**config.mk**
```make
export PLATFORM = sky130hd
export DESIGN_NAME = ps2_mouse_packet_cursor_tracker
export DESIGN_NICKNAME = d
export VERILOG_FILES = /design/src/design/ps2mct_pkg.sv /design/src/design/ps2_mouse_packet_cursor_tracker.sv
export SDC_FILE = /design/constraint.sdc
export NUM_CORES = 1
export LEC_CHECK = 0
export BUFFER_PORTS_ARGS = -buffer_cell sky130_fd_sc_hd__clkbuf_2
export CAP_MARGIN = 20
export CORE_MARGIN = 3
export CORE_UTILIZATION = 35
export CTS_CLUSTER_SIZE = 20
export DETAILED_ROUTE_END_ITERATION = 8
export PLACE_DENSITY = 0.6
export SYNTH_ARGS = -nofsm -noshare
export SYNTH_HDL_FRONTEND = slang
export SYNTH_SLANG_ARGS = --single-unit
```
**constraint.sdc**
```tcl
create_clock -name clk_i -period 3.9 [get_ports clk_i]
set_clock_uncertainty 0.15 [all_clocks]
set_input_delay 0.585 -clock clk_i [delete_from_list [all_inputs] [get_ports clk_i]]
set_output_delay 0.585 -clock clk_i [all_outputs]
set_load 0.05 [all_outputs]
```
**src/design/ps2mct_pkg.sv**
```systemverilog
// ----------------------------------------------------------------------------
// ps2mct_pkg
// Shared constants and types for the PS/2 mouse packet cursor tracker.
// ----------------------------------------------------------------------------
package ps2mct_pkg;

  localparam int unsigned ByteW = 8;
  localparam int unsigned LimW  = 12;
  localparam int unsigned CurW  = 12;
  localparam int unsigned DxW   = 9;
  localparam int unsigned DyW   = 10;
  localparam int unsigned BtnW  = 3;
  localparam int unsigned CfgIdxW  = 4;
  localparam int unsigned OutDataW = 48;

  localparam logic [ByteW-1:0] AckByte  = 8'hFA;
  localparam logic [ByteW-1:0] HdrMask  = 8'hC8;
  localparam logic [ByteW-1:0] HdrValue = 8'h08;

  localparam logic [LimW-1:0] LimitXReset = 12'd304;
  localparam logic [LimW-1:0] LimitYReset = 12'd184;

  localparam logic [CfgIdxW-1:0] CfgLimitX = 4'd0;
  localparam logic [CfgIdxW-1:0] CfgLimitY = 4'd1;

  // slot of the next byte within a packet
  localparam logic [1:0] SlotHdr = 2'd0;
  localparam logic [1:0] SlotX   = 2'd1;
  localparam logic [1:0] SlotY   = 2'd2;

  typedef struct packed {
    logic [CurW-1:0]       cursor_y;
    logic [CurW-1:0]       cursor_x;
    logic signed [DyW-1:0] delta_y;
    logic signed [DxW-1:0] delta_x;
    logic [BtnW-1:0]       buttons;
  } result_t;

endpackage

```
**src/design/ps2_mouse_packet_cursor_tracker.sv**
```systemverilog
// ----------------------------------------------------------------------------
// ps2_mouse_packet_cursor_tracker
// Decodes three-byte PS/2 mouse packets and tracks a clamped cursor position.
// ----------------------------------------------------------------------------
//  channel  | dir | payload
//  s_axis   | in  | rx_byte, one beat per byte from the mouse
//  m_axis   | out | buttons, delta_x, delta_y, cursor_x, cursor_y per packet
//  cfg      | in  | register index and value (cursor_limit_x, cursor_limit_y)
//
//  One beat per cycle in while s_axis_tready is high; each byte is decoded in the
//  cycle it is taken; a finished packet lands in the output register on the next edge.
//  The output register is the only stage: s_axis_tready drops only while a
//  result waits and m_axis_tready is low.
//  After reset all bytes are dropped until the 0xFA acknowledge; cursor at 100,100.
//  Config writes are taken every cycle (cfg_ready_o tied high).
// ----------------------------------------------------------------------------
module ps2_mouse_packet_cursor_tracker #(
  parameter int unsigned POS_BITS = 12
) (
  input  logic                             clk_i,
  input  logic                             rst_ni,
  input  logic                             s_axis_tvalid,
  output logic                             s_axis_tready,
  input  logic [ps2mct_pkg::ByteW-1:0]     s_axis_tdata,  // [7:0] rx_byte
  output logic                             m_axis_tvalid,
  input  logic                             m_axis_tready,
  // [2:0] buttons, [11:3] delta_x, [21:12] delta_y, [33:22] cursor_x,
  // [45:34] cursor_y, [47:46] zero
  output logic [ps2mct_pkg::OutDataW-1:0]  m_axis_tdata,
  input  logic                             cfg_valid_i,
  output logic                             cfg_ready_o,
  input  logic [ps2mct_pkg::CfgIdxW-1:0]   cfg_index_i,
  input  logic [ps2mct_pkg::LimW-1:0]      cfg_data_i
);
  import ps2mct_pkg::*;

  localparam int unsigned SumW = ((POS_BITS > LimW) ? POS_BITS : LimW) + 2;
  localparam logic [POS_BITS-1:0] PosReset = POS_BITS'(100);

  logic [LimW-1:0]     limit_x_q, limit_y_q;
  logic                await_ack_q, await_ack_d;
  logic [1:0]          slot_q, slot_d;
  logic [ByteW-1:0]    hdr_q, xbyte_q;
  logic [POS_BITS-1:0] pos_x_q, pos_x_d, pos_y_q, pos_y_d;
  logic                out_valid_q, out_valid_d;
  result_t             res_q, res_d;

  logic                in_fire, pkt_done, hdr_ok;
  logic [DxW-1:0]      dx;
  logic [DxW-1:0]      dy_raw;
  logic [DyW-1:0]      dy;

  function automatic logic [POS_BITS-1:0] move_axis(
    input logic [POS_BITS-1:0] pos,
    input logic [DyW-1:0]      delta,
    input logic [LimW-1:0]     limit
  );
    logic signed [SumW-1:0] sum;
    logic signed [SumW-1:0] lim_w;
    logic signed [SumW-1:0] mask_w;
    logic signed [SumW-1:0] top;
    logic signed [SumW-1:0] res;
    lim_w  = $signed({{(SumW-LimW){1'b0}}, limit});
    mask_w = $signed({{(SumW-POS_BITS){1'b0}}, {POS_BITS{1'b1}}});
    top    = (lim_w < mask_w) ? lim_w : mask_w;
    sum    = $signed({{(SumW-POS_BITS){1'b0}}, pos})
           + $signed({{(SumW-DyW){delta[DyW-1]}}, delta});
    if (sum < 0) begin
      res = '0;
    end else if (sum > top) begin
      res = top;
    end else begin
      res = sum;
    end
    return res[POS_BITS-1:0];
  endfunction

  assign s_axis_tready = !out_valid_q || m_axis_tready;
  assign in_fire       = s_axis_tvalid && s_axis_tready;
  assign cfg_ready_o   = 1'b1;

  assign hdr_ok = (s_axis_tdata & HdrMask) == HdrValue;
  assign dx     = {hdr_q[4], xbyte_q};
  assign dy_raw = {hdr_q[5], s_axis_tdata};
  // negate after widening so +256 fits
  assign dy     = DyW'(0) - {dy_raw[DxW-1], dy_raw};

  always_comb begin
    await_ack_d = await_ack_q;
    slot_d      = slot_q;
    pkt_done    = 1'b0;
    if (in_fire) begin
      if (await_ack_q) begin
        if (s_axis_tdata == AckByte) begin
          await_ack_d = 1'b0;
          slot_d      = SlotHdr;
        end
      end else begin
        unique case (slot_q)
          SlotHdr: if (hdr_ok) slot_d = SlotX;
          SlotX:   slot_d = SlotY;
          SlotY: begin
            slot_d   = SlotHdr;
            pkt_done = 1'b1;
          end
          default: slot_d = SlotHdr;
        endcase
      end
    end
  end

  always_comb begin
    pos_x_d = pos_x_q;
    pos_y_d = pos_y_q;
    if (pkt_done) begin
      pos_x_d = move_axis(pos_x_q, {dx[DxW-1], dx}, limit_x_q);
      pos_y_d = move_axis(pos_y_q, dy, limit_y_q);
    end
  end

  always_comb begin
    res_d          = res_q;
    res_d.buttons  = hdr_q[BtnW-1:0];
    res_d.delta_x  = $signed(dx);
    res_d.delta_y  = $signed(dy);
    res_d.cursor_x = CurW'(pos_x_d);
    res_d.cursor_y = CurW'(pos_y_d);
    out_valid_d = out_valid_q;
    if (m_axis_tready) out_valid_d = 1'b0;
    if (pkt_done) out_valid_d = 1'b1;
  end

  always_ff @(posedge clk_i or negedge rst_ni) begin
    if (!rst_ni) begin
      await_ack_q <= 1'b1;
      slot_q      <= SlotHdr;
      pos_x_q     <= PosReset;
      pos_y_q     <= PosReset;
      out_valid_q <= 1'b0;
      limit_x_q   <= LimitXReset;
      limit_y_q   <= LimitYReset;
    end else begin
      await_ack_q <= await_ack_d;
      slot_q      <= slot_d;
      pos_x_q     <= pos_x_d;
      pos_y_q     <= pos_y_d;
      out_valid_q <= out_valid_d;
      if (cfg_valid_i && cfg_index_i == CfgLimitX) limit_x_q <= cfg_data_i;
      if (cfg_valid_i && cfg_index_i == CfgLimitY) limit_y_q <= cfg_data_i;
    end
  end

  // packet payload, no reset needed
  always_ff @(posedge clk_i) begin
    if (in_fire && !await_ack_q && slot_q == SlotHdr && hdr_ok) hdr_q <= s_axis_tdata;
    if (in_fire && !await_ack_q && slot_q == SlotX) xbyte_q <= s_axis_tdata;
    if (pkt_done) res_q <= res_d;
  end

  assign m_axis_tvalid = out_valid_q;
  assign m_axis_tdata  = {{(OutDataW - $bits(result_t)){1'b0}}, res_q};

endmodule

```
==> Flow_metrics.wiki, run 1 <==
{| class="wikitable"
! Metric !! Value
|-
| Post-synth design cell area || 6276 um2
|-
| Global-route wire length before repair || 29.04 mm
|-
| Leading cell types by count after synthesis || sky130_fd_sc_hd__nand2_1, sky130_fd_sc_hd__edfxtp_1, sky130_fd_sc_hd__ha_1, sky130_fd_sc_hd__inv_1, sky130_fd_sc_hd__dfrtp_1
|-
| I/O pins || 80
|-
| Vert. Die Dim || 139.9 um
|-
| Sequential element share of the synthesized area || 49.24%
|-
| Sort of element at the end of the critical path || flip-flop
|-
| Count of warnings emitted by yosys || 0
|-
| Distinct cell type count of the synthesized netlist || 67
|-
| Critical path arrival || ~4.3 ns
|-
| Hold Vio Cnt, Final || 0
|-
| Insertion delay to the later sink of the worst-skew pair || 0.37 ns
|-
| RSZ-0062 raised after global routing || yes
|-
| Number of synthesized register bits || roughly 110
|-
| Worst Max-Slew Pin Slew || between 0.9 and 1 ns
|-
| Post-layout net count || 857
|-
| Maximum fanout along the worst path || 5
|-
| Cell type group with the largest total delay on the critical path || compound AO/OA/AOI/OAI gates
|-
| TritonCTS clock tree || done
|-
| Global-route total usage across every layer || a little under a fifth
|-
| Largest vdd supply drop || 0.7258 mV
|-
| Number of violations of the max-capacitance limit || 0
|-
| Mapped Avg Cell Area || 11.13 um2
|-
| Longest Clk Path Bufs || 2
|-
| Global placer's final weighted congestion || 0.9208
|-
| FP Rows || 48
|-
| Violation count after the first detailed-routing iteration || around 360
|-
| Post-DRT Antenna Nets || 0
|-
| Hold buffers post-CTS || 0
|-
| Global-route congestion overflow total || 0
|-
| Sum of internal, switching and leakage power || between 6 and 7 mW
|-
| Endpoints failing setup || 47
|-
| Max transition margin || 35.10%
|-
| Violations in the final reports || negative setup slack
|-
| Predominant post-synthesis flop cell || sky130_fd_sc_hd__edfxtp_1
|-
| Proportion of layout cells with a drive suffix above 1 || roughly 46%
|-
| Slowest cell on the critical path || sky130_fd_sc_hd__dfstp_2
|-
| Worst Setup Path Type || reg2reg
|-
| Cts bufs inserted || 9
|-
| Post-DP HPWL || approximately 13 mm
|-
| IO buf count || 76
|-
| Area of the die || just under 20,000 um2
|-
| Die span in x || 139.9 um
|-
| Worst min-delay path category || in2async
|-
| Number of enable-type register cells in the synthesized netlist || 59
|-
| Growth of design area from synthesis to finish || 43.78%
|-
| Fraction of registers with async set/reset || 46.85%
|-
| Startpoint types || flip-flop
|-
| Cell Chain, Critical Path || ha_4 > a21o_1 > nor3_1 > o21ai_1 > nand2_1 > o21bai_1 > a21oi_1 > xor2_1 > inv_1 > ha_1 > nand4_1 > nor4_4 > or3_4 > a21oi_2 > a2bb2oi_2 > a21oi_2 > buf_4 > buf_2 > o211ai_1 > o211ai_1
|-
| Residual DRC count || 0
|-
| Top cell type's share of synthesized area || 28.23%
|-
| Count of TritonRoute iterations in the first routing pass || 5
|-
| Max-slew violation count || 0
|-
| Antenna violations before repair || 0
|-
| Clock H-tree levels || 3
|-
| Fin crit share || 110.8%
|-
| Number of filler instances in the final layout || 1,532
|-
| Starting density of the core || a little over a third
|-
| Ranking of synthesized cells by area || sky130_fd_sc_hd__edfxtp_1, sky130_fd_sc_hd__dfrtp_1, sky130_fd_sc_hd__ha_1
|-
| Library cell used as clock root buffer || sky130_fd_sc_hd__clkbuf_16
|-
| Critical path data required time || 3.83 ns
|-
| Synth area leader || sky130_fd_sc_hd__edfxtp_1
|-
| Core region area || 17,420 um2
|-
| Average vias per placed instance || 5.237
|-
| CP bufs+invs || 3
|-
| Routed len/inst || 18.07 um
|-
| Routed via count || 5,247
|-
| Crit-path max cell delay || about 0.56 ns
|-
| Min Tclk post-route || 4.322 ns
|-
| Leakage power of the design || 3.950 nW
|-
| Maximum number of pins on one net before global-route repair || 35
|-
| Number of instances in the synthesized netlist || ~560
|-
| Highest attainable clock frequency || 231.3 MHz
|-
| Total length of routed wires || 18.11 mm
|-
| Vias in the first global route || 5,485
|-
| Antenna diode instance count || 0
|-
| Final setup slack of the worst path || -0.4225 ns
|-
| Final setup TNS || -12.05 ns
|-
| Leading cell type by number of instances after synthesis || sky130_fd_sc_hd__nand2_1
|-
| TritonCTS sink count || around 110
|-
| Clock slew seen by the registers of the worst setup and hold paths || 0.08 ns
|-
| Status || finished, violations left
|-
| Cell area power density || 755.7 nW/um2
|}
power breakdown:
group	internal (mW)	switching (mW)
clock network	0.451	0.457
logic	2.07	2.21
registers	1.48	0.151
total	4.00	2.81
sequential cells by signal, indices dropped and copies added, names as in the netlist, 2 cells and up:
name / cells
m_axis_tdata: 46
limit_x_q: 12
limit_y_q: 12
pos_x_q: 12
pos_y_q: 12
xbyte_q: 8
hdr_q: 5
slot_q: 2
final cells by class:
cell class | instances | area, um2 | area share (%)
sequential | 111 | 3090 | 34.25
tap | 225 | 281.5 | 3.120
inverter | 42 | 175.2 | 1.941
clock inverter | 6 | 61.31 | 0.6794
multi-input combinational | 397 | 3654 | 40.49
clock buffer | 10 | 229.0 | 2.537
timing repair buffer | 211 | 1533 | 16.99
cells by family (layout without fill, tap and decap cells):
| logic type | Yosys count | count (layout) | share of synthesized area, % |
|---|---|---|---|
| and+or+nand+nor | 150 | 150 | 11.54 |
| AOI/OAI and AO/OA | 147 | 148 | 17.40 |
| DFF | 111 | 111 | 49.24 |
| buffers and inverters | 58 | 269 | 4.187 |
| adders and majority gates | 56 | 56 | 11.40 |
| xor gates and xnor gates | 27 | 27 | 3.768 |
| muxes | 13 | 13 | 2.333 |
| other | 2 | 3 | 0.1197 |
timing repair:
item | CTS | global route
pin swaps | 49 | 51
endpoints found under the setup margin | 48 | 48
setup buffers | 20 | 12
endpoints found under the hold margin | 0 | 0
gates cloned | 3 | 2
gates resized for setup | 80 | 26
metal layers:
metal,GRT usage [%],routed length (um),vias to the layer above
met5,0,0,-
met4,7.445,485,0
met3,2.595,710,29
met2,30.77,8637,137
met1,25.22,8272,2567
li1,-,-,2514
layout by cell type, fill, tap and decap left out, types with 13 or more instances in the layout:
cell                       instances
sky130_fd_sc_hd__a21o_1           13
sky130_fd_sc_hd__buf_4           118
sky130_fd_sc_hd__clkbuf_2         74
sky130_fd_sc_hd__dfrtp_1          38
sky130_fd_sc_hd__dfstp_2          14
sky130_fd_sc_hd__edfxtp_1         59
sky130_fd_sc_hd__ha_1             46
sky130_fd_sc_hd__inv_1            39
sky130_fd_sc_hd__mux2_2           13
sky130_fd_sc_hd__nand2_1          59
sky130_fd_sc_hd__nor2_1           21
sky130_fd_sc_hd__o211ai_1         33
sky130_fd_sc_hd__o21ai_0          17
sky130_fd_sc_hd__o311ai_4         14
through the flow:
step / hold slack (ns) / setup slack, ns / cell area, um2 / cells / utilization, %
2_1_floorplan: 0.1394 / -0.01176 / 6457 / 565 / -
3_3_place_gp: 0.2572 / -0.7501 / 7821 / 955 / 44.91
3_5_place_dp: 0.2552 / -0.7519 / 7821 / 955 / 44.91
4_1_cts: 0.1719 / -0.3608 / 8776 / 992 / 50.39
5_1_grt: 0.2104 / -0.6099 / 9024 / 1002 / 51.81
6_report: 0.1493 / -0.4225 / 9024 / 1002 / 51.81
path summary, 6_finish.rpt:
path                                      start                         end  slack [ns]  cells after the start
min in group clk_i           hdr_q[0]$_DFFE_PP_   m_axis_tdata[0]$_DFFE_PP_        0.27                      0
setup / recovery           pos_x_q[6]$_DFF_PN1_  m_axis_tdata[24]$_DFFE_PP_       -0.42                     20
max in group asynchronous                rst_ni    limit_y_q[3]$_DFFE_PN1P_        2.56                      2
hold reg to reg              hdr_q[0]$_DFFE_PP_   m_axis_tdata[0]$_DFFE_PP_        0.27                      0
hold / removal                           rst_ni       pos_x_q[10]$_DFF_PN0_        0.15                      1
setup reg to reg           pos_x_q[6]$_DFF_PN1_  m_axis_tdata[24]$_DFFE_PP_       -0.42                     20
Note: power is estimated with default switching activity, not from simulation.
==> inputs of run 2 (changes only) <==
- BUFFER_PORTS_ARGS: -buffer_cell sky130_fd_sc_hd__clkbuf_2 -> -buffer_cell sky130_fd_sc_hd__buf_4
==> run 2 against run 1 <==
  * The run still ends with negative setup slack left
  * Largest cell class unchanged
  * Critical path type unchanged
  * Largest power group unchanged
  * Via count shrank 3.0%
  * Count of clock-buffer cells in the layout shrank 1
  * Clock power grew 5.2%
  * Non-clock buffer count fell by 23
  * Utilization decreased by 0.82 points
  * Register-to-register slack hardly changed
  * Flip-flop and latch count stayed put
==> Flow_metrics.wiki, run 2 (synthesis gave the netlist of run 1 again) <==
{| class="wikitable"
! Metric !! Value
|-
| Status || finished, violations left
|-
| Violations in the final reports || negative setup slack
|-
| Number of violations of the max-capacitance limit || 0
|-
| Endpoints failing setup || 37
|-
| Starting density of the core || 36.03%
|-
| Crit-path max cell delay || 0.43 ns
|-
| Worst Max-Slew Pin Slew || roughly 0.84 ns
|-
| Critical path arrival || roughly 4.4 ns
|-
| Maximum number of pins on one net before global-route repair || 53
|-
| Highest attainable clock frequency || 230.8 MHz
|-
| Vias in the first global route || 5,159
|-
| Global-route congestion overflow total || 0
|-
| Area of the die || 19,570 um2
|-
| Routed len/inst || 17.54 um
|-
| CP bufs+invs || 1
|-
| Critical path data required time || around 3.9 ns
|-
| Cts bufs inserted || 9
|-
| Cell Chain, Critical Path || ha_2 > fa_2 > a21o_1 > a21oi_4 > o211ai_2 > a31o_1 > a21oi_2 > xnor2_2 > ha_1 > nand2_2 > nor4_4 > or3_4 > a21oi_2 > a2bb2oi_2 > a21oi_2 > or2_4 > buf_12 > o311ai_4
|-
| End of the worst register-to-register path || m_axis_tdata[28]$_DFFE_PP_
|-
| Max-slew violation count || 0
|-
| Most common cell after layout, fill and taps aside || sky130_fd_sc_hd__buf_4
|-
| Routed via count || slightly above 5,000
|-
| Slowest cell on the critical path || sky130_fd_sc_hd__edfxtp_1
|-
| Total length of routed wires || between 15 and 20 mm
|-
| Global-route total usage across every layer || 17.46%
|-
| Final setup TNS || -8.811 ns
|-
| Largest vdd supply drop || between 0.7 and 0.8 mV
|-
| Min Tclk post-route || 4.332 ns
|-
| Growth of design area from synthesis to finish || 41.51%
|-
| Post-Layout Inst Area || about 8900 um2
|-
| IO buf count || 76
|-
| Post-layout net count || 833
|-
| Library cell used as clock root buffer || sky130_fd_sc_hd__clkbuf_16
|-
| FP Rows || 48
|-
| Hold Vio Cnt, Final || 0
|-
| Average vias per placed instance || 5.201
|-
| Total number of cells along the worst setup path || 18
|-
| Violation count after the first detailed-routing iteration || 312
|-
| TritonCTS sink count || 111
|-
| Final setup slack of the worst path || -0.4319 ns
|-
| Clock H-tree levels || 3
|-
| Worst min-delay path category || in2async
|-
| Vert. Die Dim || around 140 um
|-
| Antenna diode instance count || 0
|-
| Sort of element at the end of the critical path || flip-flop
|-
| Maximum fanout along the worst path || 5
|-
| Cell area reported after detailed placement || 7936 um2
|-
| Core region area || 17,420 um2
|-
| R2r worst-path depth || 18
|-
| Largest register FFs || 46
|-
| Startpoint types || flip-flop
|-
| Final design utilization || 50.99%
|-
| Insertion delay to the later sink of the worst-skew pair || 0.36 ns
|-
| Die span in x || 139.9 um
|-
| Global-route wire length before repair || around 27 mm
|-
| Fin crit share || 111.1%
|-
| Leakage power of the design || between 3 and 4 nW
|-
| Worst setup path end || m_axis_tdata[28]$_DFFE_PP_
|-
| Proportion of layout cells with a drive suffix above 1 || 43.56%
|-
| Leading cell types in the layout, fill and taps excluded || sky130_fd_sc_hd__buf_4, sky130_fd_sc_hd__edfxtp_1, sky130_fd_sc_hd__nand2_1
|-
| Residual DRC count || 0
|-
| Cell total after placement || around 950
|-
| Post-DRT Antenna Nets || 0
|-
| TritonCTS clock tree || done
|-
| Cell type group with the largest total delay on the critical path || compound AO/OA/AOI/OAI gates
|-
| Longest Clk Path Bufs || 2
|-
| Clock slew seen by the registers of the worst setup and hold paths || 0.08 ns
|-
| RSZ-0062 raised after global routing || yes
|-
| Antenna violations before repair || 0
|-
| Hold buffers post-CTS || 0
|-
| Post-DP HPWL || 12.96 mm
|-
| Global placer's final weighted congestion || 0.9038
|-
| CP Launch Point || xbyte_q[0]$_DFFE_PP_
|-
| Count of TritonRoute iterations in the first routing pass || 4
|-
| CP dominant cell by count || sky130_fd_sc_hd__a21oi_2
|-
| Reg-to-reg critical path startpoint || xbyte_q[0]$_DFFE_PP_
|-
| Max transition margin || 43.39%
|-
| I/O pins || 80
|-
| Worst Setup Path Type || reg2reg
|-
| Cell area power density || 732.0 nW/um2
|-
| Post-Place Worst Slack || -0.5887 ns
|-
| Fin cells || 978
|-
| Worst R2R Setup Slack || -0.43 ns
|-
| Number of filler instances in the final layout || 1,558
|}
run 2: cell types whose count changed in the layout (fill, tap and decap cells not counted), sizes merged:
cell,before,now
buf,135,188
clkinvlp,1,0
a21oi,24,23
clkbuf,86,9
clkinv,1,5
inv,46,44
run 2: cell type report:
| class | instances | area, um2 | area share (%) |
|---|---|---|---|
| clock buffer | 9 | 225.2 | 2.536 |
| clock inverter | 7 | 93.84 | 1.057 |
| inverter | 42 | 175.2 | 1.972 |
| multi-input combinational | 396 | 3501 | 39.42 |
| sequential | 111 | 3090 | 34.80 |
| tap | 225 | 281.5 | 3.170 |
| timing repair buffer | 188 | 1514 | 17.05 |
run 2: per-layer routing:
metal | up-vias | track usage, % | share of wire, %
met3 | 28 | 2.834 | 4.8
li1 | 2447 | - | -
met4 | 0 | 6.731 | 2.7
met5 | - | 0 | 0
met1 | 2473 | 24.79 | 46
met2 | 139 | 26.92 | 46
run 2: worst min path at each step:
stage                                   from                         to  slack, ns
after floorplan                       rst_ni   limit_x_q[0]$_DFFE_PN0P_       0.14
after global placement    hdr_q[0]$_DFFE_PP_  m_axis_tdata[0]$_DFFE_PP_       0.26
after detailed placement  hdr_q[0]$_DFFE_PP_  m_axis_tdata[0]$_DFFE_PP_       0.26
after CTS                             rst_ni       pos_x_q[3]$_DFF_PN0_       0.13
after global routing                  rst_ni       pos_x_q[9]$_DFF_PN0_       0.16
final                                 rst_ni      pos_x_q[11]$_DFF_PN0_       0.10
run 2: through the flow:
step | hold slack, ns | power (mW)
2_1_floorplan | 0.1394 | 3.612
3_3_place_gp | 0.2555 | 4.690
3_5_place_dp | 0.2610 | 4.742
4_1_cts | 0.1310 | 6.040
5_1_grt | 0.1565 | 6.932
6_report | 0.1025 | 6.501
run 2: repair_timing:
item	in CTS	in global routing
resized for setup	35	46
pin swaps	37	34
hold endpoints to repair	0	0
endpoints found under the setup margin	48	48
gates cloned	1	1
setup buffers	5	11
run 2: where the power goes:
group          switching [mW]  internal [mW]  leakage (nW)  total [mW]
combinational            2.03           1.89          2.51        3.93
sequential              0.135           1.48          1.17        1.62
clock                   0.492          0.464         0.153       0.956
total                    2.66           3.84          3.83        6.50
==> inputs of run 3 (changes only) <==
- RECOVER_POWER: default -> 50
==> run 3 against run 2 <==
  * The run ends with max-capacitance violations, max-slew violations, negative setup slack left
  * First-iteration DRC count rose by 9.6%
  * Die area stayed put
  * Count of clock-buffer cells in the layout stayed put
  * Total power shrank 0.20%
  * Utilization fell by 0.84 points
  * Routed wire length increased by 0.16%
  * Critical path depth up 1
  * Register-to-register slack barely moved
  * Clock power barely moved
  * Sequential power barely moved
  * Flip-flop and latch count did not move
==> Flow_metrics.wiki, run 3 (synthesis gave the netlist of run 1 again) <==
{| class="wikitable"
! Metric !! Value
|-
| Status || finished, violations left
|-
| Violations in the final reports || max-capacitance violations, max-slew violations, negative setup slack
|-
| Number of violations of the max-capacitance limit || 1
|-
| Cell area reported after detailed placement || 7936 um2
|-
| Fin crit share || 111.8%
|-
| Routed via count || 5,089
|-
| Average vias per placed instance || between 5 and 6
|-
| Worst hold margin || 0.2757 ns
|-
| Routed len/inst || 17.57 um
|-
| Post-DRT Antenna Nets || 0
|-
| Global placer's final weighted congestion || ~0.90
|-
| Core region area || 17,420 um2
|-
| I/O pins || 80
|-
| End of the worst register-to-register path || m_axis_tdata[28]$_DFFE_PP_
|-
| Hold Crit Start || hdr_q[0]$_DFFE_PP_
|-
| Antenna violations before repair || 0
|-
| IO buf count || 76
|-
| Critical path arrival || 4.31 ns
|-
| Global-route congestion overflow total || 0
|-
| Total length of routed wires || 17.19 mm
|-
| Sum of internal, switching and leakage power || approximately 6.5 mW
|-
| Clock slew seen by the registers of the worst setup and hold paths || approximately 0.090 ns
|-
| End point of the most critical hold path || m_axis_tdata[0]$_DFFE_PP_
|-
| Die span in x || 139.9 um
|-
| Met3 capacity usage during global routing || 2.834%
|-
| Growth of design area from synthesis to finish || 39.17%
|-
| Flop pwr share || 25.0%
|-
| Critical path data required time || 3.85 ns
|-
| Largest vdd supply drop || about 0.71 mV
|-
| Worst Setup Path Type || in2reg
|-
| Maximum fanout along the worst path || 5
|-
| Leading cell types in the layout, fill and taps excluded || sky130_fd_sc_hd__buf_4, sky130_fd_sc_hd__nand2_1, sky130_fd_sc_hd__edfxtp_1
|-
| Worst Max-Slew Pin Slew || 2.937 ns
|-
| RSZ-0062 raised after global routing || yes
|-
| Met1 usage || 24.79%
|-
| Reg-to-reg critical path startpoint || xbyte_q[0]$_DFFE_PP_
|-
| GR Layer Usage met2 || between 20% and 30%
|-
| Area of the die || a little under 20,000 um2
|-
| Final setup TNS || -15.87 ns
|-
| Endpoints failing setup || between 40 and 50
|-
| Sort of element at the end of the critical path || flip-flop
|-
| Max transition margin || -95.79%
|-
| Final setup slack of the worst path || -0.4602 ns
|-
| Cts bufs inserted || 9
|-
| Fraction of power spent switching nets || 41.03%
|-
| Combinational fraction of design power || about 60%
|-
| Clock Power Share || between 10% and 20%
|-
| TritonCTS sink count || 111
|-
| Min Tclk post-route || roughly 4.4 ns
|-
| Worst R2R Setup Slack || -0.43 ns
|-
| Leakage power of the design || 3.709 nW
|-
| Max-slew violation count || 53
|-
| Vias in the first global route || 5,159
|-
| Global-route wire length before repair || 27.21 mm
|-
| Proportion of layout cells with a drive suffix above 1 || about 40%
|-
| Residual DRC count || 0
|-
| Starting density of the core || between 30% and 40%
|-
| Highest attainable clock frequency || 229.3 MHz
|-
| Most common cell after layout, fill and taps aside || sky130_fd_sc_hd__buf_4
|-
| R2r worst-path depth || 18
|-
| Violation count after the first detailed-routing iteration || 342
|-
| Post-Layout Inst Area || 8735 um2
|-
| Clock H-tree levels || 3
|-
| Insertion delay to the later sink of the worst-skew pair || 0.36 ns
|-
| Longest Clk Path Bufs || 2
|-
| Post-layout net count || approximately 830
|-
| Net Sw Power || 2.662 mW
|-
| Library cell used as clock root buffer || sky130_fd_sc_hd__clkbuf_16
|-
| Hold Vio Cnt, Final || 0
|-
| Largest register FFs || 46
|-
| Maximum number of pins on one net before global-route repair || 53
|-
| Most used routing layer || met2
|-
| Post-DP HPWL || 12.96 mm
|-
| TritonCTS clock tree || done
|-
| Cell area power density || about 740 nW/um2
|-
| Int Pwr || approximately 3.8 mW
|-
| CP Launch Point || s_axis_tdata[0]
|-
| Vert. Die Dim || roughly 140 um
|-
| Count of TritonRoute iterations in the first routing pass || 5
|-
| Global-route total usage across every layer || 17.46%
|-
| Worst min-delay path category || reg2reg
|-
| Startpoint types || input pin
|-
| Antenna diode instance count || 0
|-
| FP Rows || 48
|-
| Number of instances on the worst hold path || 0
|}
-- run 3: cell types whose count changed in the layout (fill, tap and decap cells not counted), sizes merged --
cell and change:
buf -34, clkbuf +34
-- run 3: area by class of cell --
type	count	area (um2)
inverters	42	175.2
clock buffers	9	225.2
multi-input cells	396	3487
well taps	225	281.5
fillers	1592	8682
clock inverters	7	93.84
repair buffers	188	1381
flip-flops and latches	111	3090
-- run 3: power by group through the flow --
stage	clock network [mW]	registers (mW)	logic [mW]
after CTS	0.980	1.62	3.44
after global routing	1.03	1.64	4.25
after global placement	0	1.64	3.05
after detailed placement	0	1.64	3.10
final	0.958	1.62	3.91
after floorplan	0	1.65	1.96
-- run 3: timing repair --
| item | in CTS | in global routing |
|---|---|---|
| resized for setup | 35 | 46 |
| hold buffers | 0 | 0 |
| setup endpoints to repair | 48 | 48 |
| cloned | 1 | 1 |
| pin swaps | 37 | 34 |
| setup buffers | 5 | 11 |
-- run 3: worst max path at each step --
stage                            endpoint  slack [ns]  depth (start not counted)
3_3_place_gp   m_axis_tdata[40]$_DFFE_PP_       -0.54                         19
2_1_floorplan  m_axis_tdata[40]$_DFFE_PP_       -0.01                         18
6_report       m_axis_tdata[39]$_DFFE_PP_       -0.46                         19
4_1_cts        m_axis_tdata[32]$_DFFE_PP_       -0.36                         16
5_1_grt        m_axis_tdata[44]$_DFFE_PP_       -0.67                         19
3_5_place_dp   m_axis_tdata[40]$_DFFE_PP_       -0.59                         19
-- run 3: routing by layer --
metal	part of all wire [%]	vias up
met1	46	2471
met4	2.7	0
met2	46	141
met3	4.8	30
met5	0	-
li1	-	2447
-- run 3: through the flow --
stage               util (%)  setup slack [ns]  instances
floorplan                  -          -0.01176        565
global placement       45.57           -0.5395        945
detailed placement     45.57           -0.5887        945
CTS                    48.96           -0.3641        967
global route           50.15           -0.6675        978
finish                 50.15           -0.4602        978
-- run 3: critical path, stage by stage --
cell and delay (ns):
sky130_fd_sc_hd__clkbuf_1 0.40, sky130_fd_sc_hd__buf_4 0.20, sky130_fd_sc_hd__ha_1 0.16, sky130_fd_sc_hd__inv_1 0.06, sky130_fd_sc_hd__fa_2 0.35, sky130_fd_sc_hd__nor2b_1 0.18, sky130_fd_sc_hd__o31a_1 0.22, sky130_fd_sc_hd__nor2_2 0.08
sky130_fd_sc_hd__o31ai_2 0.25, sky130_fd_sc_hd__a21oi_1 0.11, sky130_fd_sc_hd__xnor2_1 0.17, sky130_fd_sc_hd__ha_1 0.30, sky130_fd_sc_hd__o211ai_1 0.09, sky130_fd_sc_hd__a211oi_2 0.28, sky130_fd_sc_hd__buf_4 0.19, sky130_fd_sc_hd__o22ai_4 0.08
sky130_fd_sc_hd__buf_6 0.14, sky130_fd_sc_hd__o211ai_1 0.29, sky130_fd_sc_hd__o311ai_4 0.16
